[src/rtl/core/lfe_pkg.sv]
// Package for the line item field extractor: widths, character codes, field
// numbers, word types and the fraction padding helper.
// No dependencies.
package lfe_pkg;

	localparam int FRAC_DIGITS = 2;
	localparam int KEY_WIDTH   = 32;
	localparam int QTY_WIDTH   = 16;
	localparam int PRICE_WIDTH = 40;
	localparam int MAX_FRAC    = 6;

	// accumulator*10 + digit needs four extra bits
	localparam int KEY_SUM_W   = KEY_WIDTH + 4;
	localparam int QTY_SUM_W   = QTY_WIDTH + 4;
	localparam int PRICE_SUM_W = PRICE_WIDTH + 4;

	localparam logic [7:0] DELIM = 8'h7C;
	localparam logic [7:0] POINT = 8'h2E;

	localparam logic [2:0] KEY_FIELD   = 3'd1;
	localparam logic [2:0] QTY_FIELD   = 3'd4;
	localparam logic [2:0] PRICE_FIELD = 3'd5;

	localparam logic [2:0] FRAC_LAST = 3'(FRAC_DIGITS);

	typedef logic [KEY_WIDTH-1:0]   key_t;
	typedef logic [QTY_WIDTH-1:0]   qty_t;
	typedef logic [PRICE_WIDTH-1:0] price_t;

	localparam key_t   KEY_MAX   = '1;
	localparam qty_t   QTY_MAX   = '1;
	localparam price_t PRICE_MAX = '1;

	localparam logic [63:0] PRICE_MAX64 = 64'(PRICE_MAX);

	localparam logic [63:0] POW10 [0:MAX_FRAC] = '{
		64'd1, 64'd10, 64'd100, 64'd1000, 64'd10000, 64'd100000, 64'd1000000
	};

	// largest price that can still be scaled by 10^k without overflow
	localparam logic [63:0] PAD_LIMIT [0:MAX_FRAC] = '{
		PRICE_MAX64 / 64'd1,
		PRICE_MAX64 / 64'd10,
		PRICE_MAX64 / 64'd100,
		PRICE_MAX64 / 64'd1000,
		PRICE_MAX64 / 64'd10000,
		PRICE_MAX64 / 64'd100000,
		PRICE_MAX64 / 64'd1000000
	};

	typedef enum logic [1:0] {
		ST_OK     = 2'd0,
		ST_SHORT  = 2'd1,
		ST_FORMAT = 2'd2
	} status_t;

	typedef struct packed {
		logic [7:0] ch;
		logic       line_end;
	} in_word_t;

	typedef struct packed {
		key_t    part_key;
		qty_t    quantity;
		price_t  price_scaled;
		status_t status;
	} out_word_t;

	typedef struct packed {
		logic [2:0] field_idx;
		key_t       key_acc;
		qty_t       qty_acc;
		price_t     price_acc;
		logic [2:0] frac_count;
		logic       seen_point;
		logic       skipping;
		logic       format_error;
	} parse_state_t;

	// Scale price by 10^k, saturating. Returns {overflow, value}.
	function automatic logic [PRICE_WIDTH:0] pad_price(price_t p, logic [2:0] k);
		logic [63:0] wide;
		logic        ovf;
		price_t      r;
		wide = '0;
		ovf  = 1'b0;
		r    = p;
		for (int j = 0; j <= MAX_FRAC; j++) begin
			if (k == 3'(j)) begin
				if (64'(p) > PAD_LIMIT[j]) begin
					r   = PRICE_MAX;
					ovf = 1'b1;
				end else begin
					wide = 64'(p) * POW10[j];
					r    = PRICE_WIDTH'(wide);
				end
			end
		end
		return {ovf, r};
	endfunction

endpackage

[src/rtl/core/lfe_step.sv]
// Next-state and result logic for one character of a delimited row.
// Depends on lfe_pkg.
module lfe_step (
	input  lfe_pkg::parse_state_t cur,
	input  lfe_pkg::in_word_t     word,
	output lfe_pkg::parse_state_t nxt,
	output logic                  emit,
	output lfe_pkg::out_word_t    res
);

	logic                          digit;
	logic [3:0]                    dval;
	logic [lfe_pkg::KEY_SUM_W-1:0]   key_sum;
	logic [lfe_pkg::QTY_SUM_W-1:0]   qty_sum;
	logic [lfe_pkg::PRICE_SUM_W-1:0] price_sum;
	logic                          key_ovf;
	logic                          qty_ovf;
	logic                          price_ovf;
	logic [lfe_pkg::PRICE_WIDTH:0] padded;
	logic                          record;

	assign digit = (word.ch >= 8'h30) && (word.ch <= 8'h39);
	assign dval  = digit ? word.ch[3:0] : 4'd0;

	assign key_sum = lfe_pkg::KEY_SUM_W'(cur.key_acc) * lfe_pkg::KEY_SUM_W'(10)
		+ lfe_pkg::KEY_SUM_W'(dval);
	assign qty_sum = lfe_pkg::QTY_SUM_W'(cur.qty_acc) * lfe_pkg::QTY_SUM_W'(10)
		+ lfe_pkg::QTY_SUM_W'(dval);
	assign price_sum = lfe_pkg::PRICE_SUM_W'(cur.price_acc) * lfe_pkg::PRICE_SUM_W'(10)
		+ lfe_pkg::PRICE_SUM_W'(dval);

	assign key_ovf   = key_sum[lfe_pkg::KEY_SUM_W-1:lfe_pkg::KEY_WIDTH] != '0;
	assign qty_ovf   = qty_sum[lfe_pkg::QTY_SUM_W-1:lfe_pkg::QTY_WIDTH] != '0;
	assign price_ovf = price_sum[lfe_pkg::PRICE_SUM_W-1:lfe_pkg::PRICE_WIDTH] != '0;

	// pad missing fraction digits before the record goes out
	assign padded = lfe_pkg::pad_price(cur.price_acc, lfe_pkg::FRAC_LAST - cur.frac_count);

	always_comb begin
		nxt    = cur;
		emit   = 1'b0;
		res    = '0;
		record = 1'b0;
		if (cur.skipping) begin
			if (word.line_end)
				nxt = '0;
		end else begin
			if (word.ch == lfe_pkg::DELIM) begin
				if (cur.field_idx == lfe_pkg::PRICE_FIELD) begin
					record           = 1'b1;
					emit             = 1'b1;
					res.part_key     = cur.key_acc;
					res.quantity     = cur.qty_acc;
					res.price_scaled = padded[lfe_pkg::PRICE_WIDTH-1:0];
					res.status       = (cur.format_error || padded[lfe_pkg::PRICE_WIDTH]) ?
						lfe_pkg::ST_FORMAT : lfe_pkg::ST_OK;
					nxt              = '0;
					nxt.skipping     = !word.line_end;
				end else begin
					nxt.field_idx = cur.field_idx + 3'd1;
				end
			end else begin
				case (cur.field_idx)
					lfe_pkg::KEY_FIELD: begin
						if (!digit) begin
							nxt.format_error = 1'b1;
						end else if (key_ovf) begin
							nxt.key_acc      = lfe_pkg::KEY_MAX;
							nxt.format_error = 1'b1;
						end else begin
							nxt.key_acc = key_sum[lfe_pkg::KEY_WIDTH-1:0];
						end
					end
					lfe_pkg::QTY_FIELD: begin
						if (!digit) begin
							nxt.format_error = 1'b1;
						end else if (qty_ovf) begin
							nxt.qty_acc      = lfe_pkg::QTY_MAX;
							nxt.format_error = 1'b1;
						end else begin
							nxt.qty_acc = qty_sum[lfe_pkg::QTY_WIDTH-1:0];
						end
					end
					lfe_pkg::PRICE_FIELD: begin
						if (word.ch == lfe_pkg::POINT) begin
							if (cur.seen_point)
								nxt.format_error = 1'b1;
							nxt.seen_point = 1'b1;
						end else if (!digit) begin
							nxt.format_error = 1'b1;
						end else if (!cur.seen_point ||
								cur.frac_count < lfe_pkg::FRAC_LAST) begin
							if (price_ovf) begin
								nxt.price_acc    = lfe_pkg::PRICE_MAX;
								nxt.format_error = 1'b1;
							end else begin
								nxt.price_acc = price_sum[lfe_pkg::PRICE_WIDTH-1:0];
							end
							if (cur.seen_point)
								nxt.frac_count = cur.frac_count + 3'd1;
						end
						// extra fraction digits are dropped
					end
					default: begin
					end
				endcase
			end
			// row ended before the sixth delimiter
			if (word.line_end && !record) begin
				emit       = 1'b1;
				res        = '0;
				res.status = lfe_pkg::ST_SHORT;
				nxt        = '0;
			end
		end
	end

endmodule

[src/rtl/core/lineitem_field_extractor_core.sv]
// An accepted word is registered in item_s1; its result, if it makes one, is registered
// in result_q when the word advances, which a full, unread result register can hold off.
// Throughput: one character per cycle while the output is not stalled; the parse state
// loop is a single multiply-by-ten accumulate and compare per cycle.
// Reset (arst_n low): both pipeline valids and all parse state clear at once.
// Depends on lfe_pkg and lfe_step.
module lineitem_field_extractor_core (
	input  logic               clk,
	input  logic               arst_n,
	input  logic               item_valid,
	output logic               item_ready,
	input  lfe_pkg::in_word_t  item,
	output logic               result_valid,
	input  logic               result_ready,
	output lfe_pkg::out_word_t result
);

	lfe_pkg::in_word_t     item_s1;
	logic                  valid_s1;
	lfe_pkg::parse_state_t state_q;
	lfe_pkg::parse_state_t state_nxt;
	logic                  emit;
	lfe_pkg::out_word_t    res;
	lfe_pkg::out_word_t    result_q;
	logic                  result_valid_q;
	logic                  advance;

	lfe_step u_step (
		.cur  (state_q),
		.word (item_s1),
		.nxt  (state_nxt),
		.emit (emit),
		.res  (res)
	);

	// a word that makes no result never waits on the output side
	assign advance    = valid_s1 && (!emit || !result_valid_q || result_ready);
	assign item_ready = !valid_s1 || advance;

	always_ff @(posedge clk or negedge arst_n) begin
		if (!arst_n) begin
			valid_s1 <= 1'b0;
		end else if (item_ready) begin
			valid_s1 <= item_valid;
		end
	end

	always_ff @(posedge clk) begin
		if (item_ready && item_valid)
			item_s1 <= item;
	end

	always_ff @(posedge clk or negedge arst_n) begin
		if (!arst_n) begin
			state_q        <= '0;
			result_valid_q <= 1'b0;
		end else begin
			if (advance)
				state_q <= state_nxt;
			if (advance && emit)
				result_valid_q <= 1'b1;
			else if (result_ready)
				result_valid_q <= 1'b0;
		end
	end

	always_ff @(posedge clk) begin
		if (advance && emit)
			result_q <= res;
	end

	assign result_valid = result_valid_q;
	assign result       = result_q;

endmodule
[config.mk]
export PLATFORM = sky130hd
export DESIGN_NAME = lineitem_field_extractor_core
export DESIGN_NICKNAME = d
export VERILOG_FILES = /design/src/rtl/core/lfe_pkg.sv /design/src/rtl/core/lfe_step.sv /design/src/rtl/core/lineitem_field_extractor_core.sv
export SDC_FILE = /design/constraint.sdc
export NUM_CORES = 2
export LEC_CHECK = 0
export ABC_AREA = 1
export BUFFER_PORTS_ARGS = -buffer_cell sky130_fd_sc_hd__buf_2
export CAP_MARGIN = 40
export CELL_PAD_IN_SITES_DETAIL_PLACEMENT = 0
export CELL_PAD_IN_SITES_GLOBAL_PLACEMENT = 1
export CORE_MARGIN = 4
export CORE_UTILIZATION = 45
export CTS_BUF_LIST = sky130_fd_sc_hd__clkbuf_8
export DETAILED_ROUTE_END_ITERATION = 10
export PLACE_DENSITY = 0.84
export SETUP_SLACK_MARGIN = 0.2
export SYNTH_ARGS = -nofsm -noshare
export SYNTH_HDL_FRONTEND = slang
export SYNTH_SLANG_ARGS = --single-unit
[constraint.sdc]
create_clock -name clk -period 7.7 [get_ports clk]
set_input_delay 0 -clock clk [delete_from_list [all_inputs] [get_ports clk]]
set_output_delay 0 -clock clk [all_outputs]
set_load 0.02 [all_outputs]
# [Word-level counts from Yosys, hierarchy flattened]
# Index checks and enable logic that the tools add are counted.
[totals] ff_bits=198 out_inout_bits=92 word_cells=167
[classes] addsub=6 mul=9 order_cmp=9 eq_ne=19 muxes=68 n_bitwise=2 reduce_logical=37
[op_table] operator="two-way mux 40 bit" count=13
[op_table] operator="two-way mux 97 bit" count=3
[op_table] operator="two-way mux 43 bit" count=3
[op_table] operator="two-way mux 32 bit" count=3
[op_table] operator="two-way mux 94 bit" count=1
[op_table] operator="two-way mux 92 bit" count=1
[op_table] operator="two-way mux 16 bit" count=3
[op_table] operator="adder 44 x 4 -> 44 bit" count=1
[op_table] operator="two-way mux 44 bit" count=1
[op_table] operator="multiplier 40 x 3 -> 43 bit (second input constant)" count=1
[op_table] operator="greater-than comparator 40 x 21 -> 1 bit (second input constant)" count=1
[op_table] operator="greater-than comparator 40 x 24 -> 1 bit (second input constant)" count=1
[op_table] operator="greater-than comparator 40 x 27 -> 1 bit (second input constant)" count=1
[op_table] operator="greater-than comparator 40 x 31 -> 1 bit (second input constant)" count=1
[op_table] operator="greater-than comparator 40 x 34 -> 1 bit (second input constant)" count=1
[op_table] operator="greater-than comparator 40 x 37 -> 1 bit (second input constant)" count=1
[op_table] operator="multiplier 40 x 10 -> 36 bit (second input constant)" count=1
[op_table] operator="multiplier 40 x 12 -> 35 bit (second input constant)" count=1
[op_table] operator="multiplier 40 x 14 -> 34 bit (second input constant)" count=1
[op_table] operator="multiplier 40 x 3 -> 39 bit (second input constant)" count=1
[op_table] operator="multiplier 40 x 5 -> 38 bit (second input constant)" count=1
[op_table] operator="multiplier 40 x 7 -> 37 bit (second input constant)" count=1
[op_table] operator="adder 36 x 4 -> 36 bit" count=1
[op_table] operator="nonzero test 4 bit" count=9
[op_table] operator="38 further kinds" count=98

# [Depth between registers and ports, before layout]
[depth] ltp_word=18 mapped_depth=33 ltp_nobuf=33

# [By module]
# Synthesis repeated with hierarchy kept, for this count alone.
[unflattened] cells_unflattened=6608 area_unflattened_um2=45566.2
[modules_own_cells] module="lfe_step" n_inst=1 cells_each=6077 area_per_inst_um2=38692.1 seq_area_each_um2=0.0
[modules_own_cells] module="lineitem_field_extractor_core" n_inst=1 cells_each=531 area_per_inst_um2=6874.1 seq_area_each_um2=5450.2

# [Worst setup path before layout]
# No wires, ideal clock.
[synth_path] path_kind="reg-to-reg" startpoint="register state_q[7] (netlist bit)" endpoint="register result_q (netlist bit result[41]), data pin" t_arrival_ns=5.299 required_time_ns=7.430 path_slack_ns=2.131 path_stages_with_launch=28 period_less_slack_ns=5.569 path_cell_list="dfrtp_1 fa_1 inv_1 fa_1 inv_1 ha_1 xor2_1 fa_1 ha_1 inv_1 fa_1 inv_1 ha_1 a21oi_1 inv_1 a21oi_1 o221ai_1 a21oi_1 inv_1 nand3_1 nand2_1 nand3_1 nand2_1 nand2_1 nand3_1 xnor2_1 o21ai_0 a21oi_1"
[synth_via] elab_chain_cells=8 word_cells_on_any_way=24 classes_between="6 x mul; 6 x order compare; 12 x mux"
[synth_lines] element="from (decl)" line_no="lineitem_field_extractor_core.sv:20" text="lfe_pkg::parse_state_t state_q;"
[synth_lines] element="from (signal assigned)" line_no="lineitem_field_extractor_core.sv:59" text="state_q <= state_nxt;"
[synth_lines] element="multiplier 40 x 3 -> 39 bit or greater-than comparator 40 x 37 -> 1 bit (tied branches)" line_no="lfe_pkg.sv:94, lfe_pkg.sv:90"
[synth_lines] element="two-way mux 40 bit" line_no="lfe_pkg.sv:90" text="if (64'(p) > PAD_LIMIT[j]) begin"
[synth_lines] element="two-way mux 40 bit (5 in a row)" line_no="lfe_pkg.sv:89" text="if (k == 3'(j)) begin"
[synth_lines] element="two-way mux 40 bit *" line_no="lfe_pkg.sv:89"
[synth_lines] element="to (signal assigned)" line_no="lineitem_field_extractor_core.sv:69" text="result_q <= res;"
[synth_lines] element="to (decl)" line_no="lineitem_field_extractor_core.sv:24" text="lfe_pkg::out_word_t result_q;"
# Mark *: on every way between the ends. The rest lies on a longest branch, timed or not.
# A chain may end at the register's enable or synchronous reset.

# [Worst setup path after layout]
[layout_path] startpoint="register state_q[15] (netlist bit)" endpoint="register result_q (netlist bit result[36]), data pin"
# Same word-level chain as after synthesis.

==> impl_metrics.toml <==
[critical_path]
r2r.worst_path.cells = 25
crit_path_end_kind = "flip-flop"
worstPathArrival_ns = 7.22
required_ns = 8.09
worstSetupStartpointType = "flip-flop"
worstSetupPathType = "reg2reg"
path_max_fanout = 11

[floorplanning]
start_util_pct = 45.24
die_w_um = 316.8
core-area_um2 = 94870
num_rows = 113
ios = 105
die-area_um2 = 100400
die_y_um = 316.8

[detailed_routing]
drt_iter0_markers = 4222
drc = 0
num_vias = 42510
ant_nets = 0
via_per_inst = 5.705
wire_per_inst_um = 25.87
first_pass_iters = 6
drt-total-wl_um = 192800

[clock_network]
clk_transition_reported_paths_ns = 0.16
cts_resized = 0
ctsHoldBuffers = 16
cts_made_buffers = 17
cts-root-buf = "clkbuf_8"
htreeDepth = 4
cts_tree = "yes"
postCtsSetupBuffers = 0
insertion_delay_ns = 0.64
cts_max_path_buffers = 2
cts.sinks = 198

[synthesis]
synth.avg_cell_area_um2 = 7.178
ys_warn_count = 0
synth_area_um2 = 42920
synth-async-reset-ratio_pct = 50.00
ys_seq_area_share_pct = 12.70
synth_cell_type_count = 69
syn-num-nets = 6975
synthCells = 5979
ys_seq_elements = 198
synth_flop_cell = "edfxtp_1"
synth_edf_count = 99

[timing]
finalCritPeriodShare_pct = 88.74
tns_ns = 0
fmax_mhz = 146.4
hold_viol_final = 0
slew_headroom_pct = 31.46
setup_slack_ns = 0.8671
drv_slew = 0
period_minus_slack_ns = 6.833
rsz0062_at_grt = "no"
tightest_slew_ns = 1.023
setup_violations = 0
finalClockSkew_ns = 0.05802

[global_routing]
grt_max_degree = 59
grt-busiest-layer = "met2"
antenna_found_initial = 9
gr-usage-met1_pct = 54.14
grt_overflow = 0
grt_pass1_vias = 40860
use_met3_pct = 10.13
use_met2_pct = 55.18
grt_pass1_wl_um = 275500
grt_usage_pct = 37.98

[final_layout]
fin_util_pct = 48.82
area_growth_pct = 7.930
multi_input_area_um2 = 31910
final_common_cell = "inv_1"
final_cell_mix = "inv_1 (1356), nand2_1 (1068), ha_1 (602), a21oi_1 (452), nor2_1 (418)"
drive_above_1_share_pct = 7.570
ff_latch_area_um2 = 5450
finish.net_count = 7165
fillers = 9861

[place]
place.gp.congestion = 1.081
post-place-ws_ns = 1.088
dp_hpwl_um = 165600
io_buffers = 104

[worst_hold_path]
hp-class = "in2reg"
min_path_cells = 2

[run_status]
outcome = "finished clean"

[job]
max-cap-violations = 0
## registers in the layout, summed over array words and instances (netlist names)
signal,count
item_s1,9
valid_s1,1
result_valid,1
state_q,97
result,90
## cell type report
type                            count  share of cell area (%)
Inverter                         1410                   11.44
Multi-Input combinational cell   4300                   68.89
Tap cell                         1265                   3.417
Timing Repair Buffer              242                   3.566
Antenna cell                        4                 0.02161
Clock buffer                       17                  0.5051
Sequential cell                   198                   11.77
Clock inverter                     15                  0.3944
## per-layer routing
metal / wire length (um) / share of wire, % / up-vias
li1: - / - / 19630
met1: 84160 / 44 / 20490
met2: 78720 / 41 / 2114
met3: 21780 / 11 / 273
met4: 8111 / 4.2 / 4
met5: 27 / 0.014 / -
## critical path, stage by stage, from the launching register on
cell and delay, ns:
dfrtp_1 0.78, inv_1 0.13, buf_4 0.25, ha_1 0.43, ha_1 0.34, inv_1 0.16
fa_1 0.58, inv_1 0.06, fa_1 0.51, fa_1 0.55, ha_1 0.47, a21oi_1 0.19
inv_1 0.07, nor2_1 0.12, o221ai_1 0.11, a21oi_1 0.30, inv_1 0.09, a21oi_1 0.30
inv_1 0.08, nand2_1 0.07, o211ai_1 0.13, nand3_1 0.13, nand2_1 0.13, or2_2 0.30
a21oi_1 0.19, a21oi_1 0.09
## per-stage QoR
stage / hold WS, ns / area, um2 / std cells
CTS: 0.03938 / 46290 / 7444
floorplan: -0.2956 / 42920 / 5979
global route: 0.07208 / 46310 / 7448
global placement: 0.07458 / 45580 / 7385
detailed placement: 0.08262 / 45700 / 7396
finish: 0.09827 / 46320 / 7451
## cell families (layout without fill, tap and decap cells)
kind of cell	count (synthesis)	after routing	share of synthesized area (%)
XOR/XNOR	148	148	3.055
AO/OA/AOI/OAI	1098	1098	14.99
flip-flops	198	198	12.70
buffers and inverters	1481	1684	13.03
adder cells (fa/ha/maj)	983	983	35.32
AND/OR/NAND/NOR	2071	2071	20.91
other	0	4	0
## path summary, 6_finish.rpt
check	start	end	slack, ns
worst min register to register	item_s1[0]$_DFFE_PP_	state_q[1]$_DFFE_PN0P_	0.53
min in group asynchronous	arst_n	state_q[69]$_DFFE_PN0P_	0.55
max in group asynchronous	arst_n	state_q[17]$_DFFE_PN0P_	6.28
worst min-delay path	item[4]	item_s1[4]$_DFFE_PP_	0.1
worst max-delay path	state_q[15]$_DFFE_PN0P_	result[36]$_SDFFCE_PP0P_	0.87
worst max register to register	state_q[15]$_DFFE_PN0P_	result[36]$_SDFFCE_PP0P_	0.87
## synth_stat cells (25+ instances only)
master       n  area share [%]
clkbuf_1    59            0.52
inv_2       46            0.40
dfrtp_1     99             5.8
nor2_1     422             3.7
o221ai_1    37            0.76
or2_2       36            0.52
o21ai_1     26            0.30
nor3_1      55            0.64
a21oi_2     25            0.51
ha_1       602              18
edfxtp_1    99             6.9
nand3_1    279             3.3
o21ai_0    285             3.3
nand4_1     90             1.3
inv_1     1357              12
fa_1       381              18
a21o_1      37            0.65
o211ai_1    38            0.66
a31oi_1     35            0.51
a21oi_1    452             5.3
o22ai_1     59            0.86
nand2_2     35            0.51
xor2_1      99             2.0
nand2_1   1068             9.3
xnor2_1     47            0.96
Power is not shown: default switching activity piles up to over one toggle a cycle in this logic, so the estimate is an artifact.
